### config.mk
export PLATFORM = sky130hd
export DESIGN_NAME = sgm_ctrl
export DESIGN_NICKNAME = d
export VERILOG_FILES = /design/src/hw/rtl/sgm_pkg.sv /design/src/hw/rtl/sgm_ctrl.sv
export VERILOG_INCLUDE_DIRS = /design/src /design/src/hw/rtl
export SDC_FILE = /design/constraint.sdc
export NUM_CORES = 1
export LEC_CHECK = 0
export BUFFER_PORTS_ARGS = -buffer_cell sky130_fd_sc_hd__clkbuf_2
export CORE_AREA = 5 5 42 44
export CTS_CLUSTER_DIAMETER = 50
export DETAILED_ROUTE_END_ITERATION = 8
export DIE_AREA = 0 0 47 49
export HOLD_SLACK_MARGIN = 0.15
export SYNTH_ARGS = -nofsm -noshare
export SYNTH_HDL_FRONTEND = slang
export SYNTH_SLANG_ARGS = --single-unit
### constraint.sdc
create_clock -name i_clk -period 4.67 [get_ports i_clk]
set_input_delay 0.467 -clock i_clk [delete_from_list [all_inputs] [get_ports i_clk]]
set_output_delay 0.467 -clock i_clk [all_outputs]
set_load 0.005 [all_outputs]
### src/hw/rtl/sobel_gradient_magnitude_top_macros.svh
// assertion macros shared by the sobel gradient magnitude rtl
`ifndef SOBEL_GRADIENT_MAGNITUDE_TOP_MACROS_SVH
`define SOBEL_GRADIENT_MAGNITUDE_TOP_MACROS_SVH

`ifndef SYNTHESIS

// condition implies consequence in the same cycle
`define SGM_ASSERT_NOW(label, clk, rst_n, ante, cons, msg) \
    label: assert property (@(posedge clk) disable iff (!rst_n) (ante) |-> (cons)) \
        else $error(msg);

// condition implies consequence in the next cycle
`define SGM_ASSERT_NEXT(label, clk, rst_n, ante, cons, msg) \
    label: assert property (@(posedge clk) disable iff (!rst_n) (ante) |=> (cons)) \
        else $error(msg);

`else

`define SGM_ASSERT_NOW(label, clk, rst_n, ante, cons, msg)
`define SGM_ASSERT_NEXT(label, clk, rst_n, ante, cons, msg)

`endif

`endif

### src/hw/rtl/sgm_pkg.sv
// shared constants and controller/datapath interface types for the sobel block
package sgm_pkg;

    localparam int MAX_COLS_DEF   = 2048;
    localparam int PIXEL_BITS_DEF = 12;

    localparam int WIDTH_W  = 12;
    localparam int HEIGHT_W = 13;
    localparam int CFG_W    = 13;
    localparam int MAG_W    = 15;
    localparam int ROW_W    = 14;

    localparam logic [WIDTH_W-1:0]  WIDTH_RST  = 12'd640;
    localparam logic [HEIGHT_W-1:0] HEIGHT_RST = 13'd480;

    // register indexes
    localparam logic CFG_WIDTH  = 1'b0;
    localparam logic CFG_HEIGHT = 1'b1;

    // request commands
    localparam logic CMD_PIXEL = 1'b0;
    localparam logic CMD_FLUSH = 1'b1;

    typedef struct packed {
        logic clear;
        logic load;
        logic calc;
        logic sq_first;
        logic sq_acc;
        logic root_step;
        logic out_load;
    } t_cmd;

    typedef struct packed {
        logic clear_done;
        logic emit;
        logic out_free;
    } t_status;

endpackage

### src/hw/rtl/sgm_ctrl.sv
// sobel controller: clearing pass, request sequencing and square-root step count
`include "sobel_gradient_magnitude_top_macros.svh"

module sgm_ctrl #(
    parameter int STEPS = sgm_pkg::PIXEL_BITS_DEF + 3
) (
    input  logic               i_clk,
    input  logic               i_rst_n,
    input  logic               i_in_valid,
    output logic               o_in_stall,
    input  sgm_pkg::t_status   i_status,
    output sgm_pkg::t_cmd      o_cmd
);

    localparam int STEP_W = $clog2(STEPS);

    localparam logic [2:0] S_CLEAR = 3'd0;
    localparam logic [2:0] S_IDLE  = 3'd1;
    localparam logic [2:0] S_CALC  = 3'd2;
    localparam logic [2:0] S_SQX   = 3'd3;
    localparam logic [2:0] S_SQY   = 3'd4;
    localparam logic [2:0] S_ROOT  = 3'd5;
    localparam logic [2:0] S_OUT   = 3'd6;

    logic [2:0]        r_state;
    logic [2:0]        n_state;
    logic [STEP_W-1:0] r_step;
    logic [STEP_W-1:0] n_step;

    always_comb begin
        n_state = r_state;
        n_step  = r_step;
        o_cmd   = '0;
        case (r_state)
            S_CLEAR: begin
                o_cmd.clear = 1'b1;
                if (i_status.clear_done) begin
                    n_state = S_IDLE;
                end
            end
            S_IDLE: begin
                if (i_in_valid) begin
                    o_cmd.load = 1'b1;
                    n_state    = S_CALC;
                end
            end
            S_CALC: begin
                o_cmd.calc = 1'b1;
                n_state    = i_status.emit ? S_SQX : S_IDLE;
            end
            S_SQX: begin
                o_cmd.sq_first = 1'b1;
                n_state        = S_SQY;
            end
            S_SQY: begin
                o_cmd.sq_acc = 1'b1;
                n_step       = '0;
                n_state      = S_ROOT;
            end
            S_ROOT: begin
                o_cmd.root_step = 1'b1;
                if (r_step == STEP_W'(STEPS - 1)) begin
                    n_state = S_OUT;
                end else begin
                    n_step = r_step + STEP_W'(1);
                end
            end
            S_OUT: begin
                if (i_status.out_free) begin
                    o_cmd.out_load = 1'b1;
                    n_state        = S_IDLE;
                end
            end
            default: begin
                n_state = S_IDLE;
            end
        endcase
    end

    always_ff @(posedge i_clk) begin
        if (!i_rst_n) begin
            r_state <= S_CLEAR;
            r_step  <= '0;
        end else begin
            r_state <= n_state;
            r_step  <= n_step;
        end
    end

    assign o_in_stall = r_state != S_IDLE;

    `SGM_ASSERT_NEXT(a_load_then_calc, i_clk, i_rst_n, o_cmd.load, r_state == S_CALC,
        "accepted request not followed by window calculation")
    `SGM_ASSERT_NOW(a_out_only_when_free, i_clk, i_rst_n, o_cmd.out_load, i_status.out_free,
        "result loaded while output register still held")
    `SGM_ASSERT_NOW(a_no_load_in_clear, i_clk, i_rst_n, o_cmd.clear, !o_cmd.load,
        "request accepted during line store clearing")
    `SGM_ASSERT_NEXT(a_root_to_out, i_clk, i_rst_n,
        (r_state == S_ROOT) && (r_step == STEP_W'(STEPS - 1)), r_state == S_OUT,
        "square root did not finish after its last step")

endmodule

Word-level counts from Yosys, hierarchy flattened
Index checks and enable logic that the tools add are counted.
- word-level logic and storage cells: 37
- output and inout bits: 8
- input port bits: 6
- memories kept: 0
- memory bits (writable): 0
- latch bits: 0
- memory bits (read-only): 0
- register bits: 7
- shift-type cells: 0
- bitwise operators: 0
- add/subtract/negate cells: 1
- eq/ne operators: 13
- multipliers: 0
- reduce and logical (&&, ||, !) cells: 4
- order comparisons: 0
- multiplexer cells: 17
- div/mod/pow operators: 0
- operators by type and width (kind ; number):
    $pmux W3 S7 ; 1
    $mux W3 ; 4
    $ne A2 B2 Y1 const B ; 5
    $eq A3 B3 Y1 const B ; 3
    $mux W1 ; 9
    $pmux W4 S2 ; 1
    $eq A3 B2 Y1 const B ; 2
    $add A4 B1 Y4 const B ; 1
    $eq A4 B4 Y1 const B ; 1
    $mux W4 ; 1
    $reduce_and A4 Y1 ; 1
    $eq A3 B1 Y1 const B ; 1
    $logic_not A3 Y1 ; 1
    $ne A3 B1 Y1 const B ; 1
    $mux W2 ; 1
    $reduce_and A2 Y1 ; 1
    $reduce_bool A2 Y1 ; 1

Longest topological paths before layout
- depth after elaboration: 3
- mapped depth: 5
- depth with buffers taken out: 5

Worst setup path before layout
No wires, ideal clock.
- path kind: reg2reg
- start: register r_step[0]
- end: register r_step[3]
- data arrival time: 1.471 ns
- cell stages (with the launch flop): 6
- library setup time: 0.086 ns
- required time: 4.584 ns
- path slack: 3.114 ns
- cell sequence: dfxtp_1 > inv_1 > ha_1 > and4_1 > or4_1 > a211oi_1
- longest elaborated chain between the ends: 3
- elaborated cells on any way between the ends: 6
- classes of those cells: 1 x add/sub; 2 x eq/ne; 2 x mux; 1 x reduce/logical
- ends and longest elaborated chain (what ; line ; source):
    start: declaration ; sgm_ctrl.sv:27 ; logic [STEP_W-1:0] r_step;
    start signal: assignment ; sgm_ctrl.sv:86 ; r_step <= n_step;
    $add A4 B1 Y4 or $eq A4 B4 Y1 (tied branches) ; sgm_ctrl.sv:65, sgm_ctrl.sv:62 ;
    $mux W4 or $ne A2 B2 Y1 (tied branches) ; -- ;
    $pmux W4 S2 or $reduce_and A2 Y1 (tied branches) ; -- ;
Several ways; a longest one is shown, not always the timed one. The select of a mux whose other input is x is not followed.
A chain may end at the register's enable or synchronous reset.

==> metrics.cfg <==
[run_status]
outcome = finished clean

[pwr]
p_int_uw = 109
p_leak_uw = 0.000231
irDropWorstVdd_mv = 0.130
p_comb_share_pct = 17.7
p_seq_share_pct = 45.7
power_density_mw_per_mm2 = 281
netSwitchingPower_uw = 41.6
p_clk_share_pct = 36.5
netSwitchingFraction_pct = 27.6

[global_routing]
grt_antenna_before_repair = 0
grt_remaining_overflow = 0
grt_max_degree = 13
grt_pass1_vias = 397
grt_usage_pct = 10.3
grt_pass1_wl_mm = 1.68

[layout]
layout-drive-gt1-share_pct = 31.4
syn_to_final_growth_pct = 23.3
num_antenna_cells = 0
instances_no_fill = 86
final_nets = 79

[worst_setup_path]
critPathLaunchType = register
arrival_ps = 1500
reg2reg_depth = 5
crit_type = register to primary output
crit_fanout = 11
r2r_slack_ps = 3030
r2r-end = r_step[3]
cp-end-kind = primary output
crit_end = o_cmd[5]
required_ps = 4200
r2r_start = r_step[0]
crit_path_start = r_state[0]

[timing]
slew_viol_final = 0
clock_skew_ps = 3.77
worstMarginPinSlew_ps = 349
period_minus_slack_ps = 1970
fin_crit_sh_pct = 42.1
report.final.setup_viol = 0
clock.fmax_ghz = 0.508
rsz0062_at_grt = no
final_hold_viol_count = 0
maxSlewHeadroom_pct = 76.7
tns_ps = 0

[detailed_routing]
via_count = 445
via_per_inst = 5.17
wl_per_cell_um = 11.2
dr.pass1.iters = 2
ant_nets = 0
routed_wl_um = 967
drt-initial-drc-count = 6
drcViolationCount = 0

[clock_tree]
post_cts_buffers = 0
clk_path_buf_depth = 2
clkTransAtPathRegs_ps = 50
clock_latency_ps = 250
ctsHoldBuffers = 0
root_buffer = clkbuf_4
cts_max_level = 1
cts.sinks = 7
cts_made_buffers = 3
cts_resized = 0
cts_tree = built

[floorplanning]
die_area_mm2 = 0.00230
initial_utilization_pct = 31.1
die_w_um = 47
core-area_mm2 = 0.00140
core.rowCount = 14
fp.dieH_um = 49
io_pins = 14

[logic_synthesis]
yosys-top-cells-area = dfxtp_1, o21ai_0, nor2_1, ha_1, o221a_2
postSynthAreaPerCell_um2 = 7.92
synth_top_cell_area_share_pct = 32.2
synth_fp_nets = 63
synth-edff-count = 0
syn-cell-area_um2 = 435
ys.flop_type = dfxtp_1
ys_top_cells_by_count = nor2_1, dfxtp_1, o21ai_0
ys_async_sr_fraction_pct = 0
yosysSeqAreaShare_pct = 32.2
synth.yosys.warnings = 0
synth_top_area_cell = dfxtp_1
ys_ff_latch = 7
synth_cells = 55
synthDistinctLibCells = 24
yosysMostFrequentCell = nor2_1

[placed_design]
hpwl_um = 723
dp_cells = 82
portBuffers = 13
gp_congestion = 0.731

[worst_hold_path]
hold_class = input pin to register

[flow_run]
max_cap_violations = 0

[metal layers]
layer  GRT usage [%]  vias up  part of all wire (%)
met3            5.54        4                   7.0
met5               0        -                     0
li1                -      229                     -
met1            12.8      199                    46
met2            13.1       13                    44
met4            6.91        0                   3.1
[worst min-delay path by stage]
stage / slack [ps] / depth (start not counted) / start / end
6_report: 480 / 2 / i_rst_n / r_state[0]
3_5_place_dp: 500 / 2 / r_step[3] / r_step[3]
4_1_cts: 470 / 2 / i_rst_n / r_state[0]
2_1_floorplan: 470 / 2 / r_step[3] / r_step[3]
5_1_grt: 480 / 2 / i_rst_n / r_step[2]
3_3_place_gp: 490 / 2 / r_step[3] / r_step[3]
[cell usage in the layout, fill, tap and decap left out, types with 3 or more instances in the layout]
master    instances
nor2_1            8
a21oi_1           3
clkbuf_2         13
clkbuf_4          3
dfxtp_1           7
inv_1             5
o21ai_0           6
or4_1             3
[sequential cells by signal, summed over array words and instances (netlist names)]
name     flops
r_step       4
r_state      3
[final cells by class]
cell class / count / area (um^2)
fillers: 160 / 865
multi-input cells: 41 / 267
flip-flops and latches: 7 / 140
repair buffers: 13 / 65.1
clock buffers: 4 / 26.3
well taps: 16 / 20.0
inverters: 5 / 18.8
[stage by stage]
step	hold slack, ps	utilization (%)	cell area (um^2)	setup slack [ps]	total power, uW
2_1_floorplan	465	-	435	3110	85.8
5_1_grt	478	38.3	537	2600	163
3_5_place_dp	497	36.4	510	2980	97.0
3_3_place_gp	490	36.4	510	2980	96.8
6_report	479	38.3	537	2700	151
4_1_cts	474	38.3	537	2700	154
[worst max-delay path: stages, from the launching register on]
cell	delay, ps
dfxtp_1	520
or3b_2	510
nor2_1	100
clkbuf_2	110
[power groups by stage]
stage / logic (uW) / clock network, uW / registers [uW]
final: 26.7 / 55.0 / 68.9
after global routing: 30.3 / 62.7 / 69.5
after CTS: 27.1 / 57.7 / 68.8
after detailed placement: 26.9 / 0 / 70.1
after global placement: 26.8 / 0 / 70.0
after floorplan: 19.5 / 0 / 66.3
[cell families (layout without fill, tap and decap cells)]
family | Yosys count | in the layout | synth area share, %
adder cells (fa/ha/maj) | 2 | 2 | 5.75
AND/OR/NAND/NOR | 23 | 23 | 30.5
flip-flops | 7 | 7 | 32.2
buffers and inverters | 7 | 22 | 6.61
AO/OA/AOI/OAI | 16 | 16 | 25.0
Power figures use the tool's default switching activity.
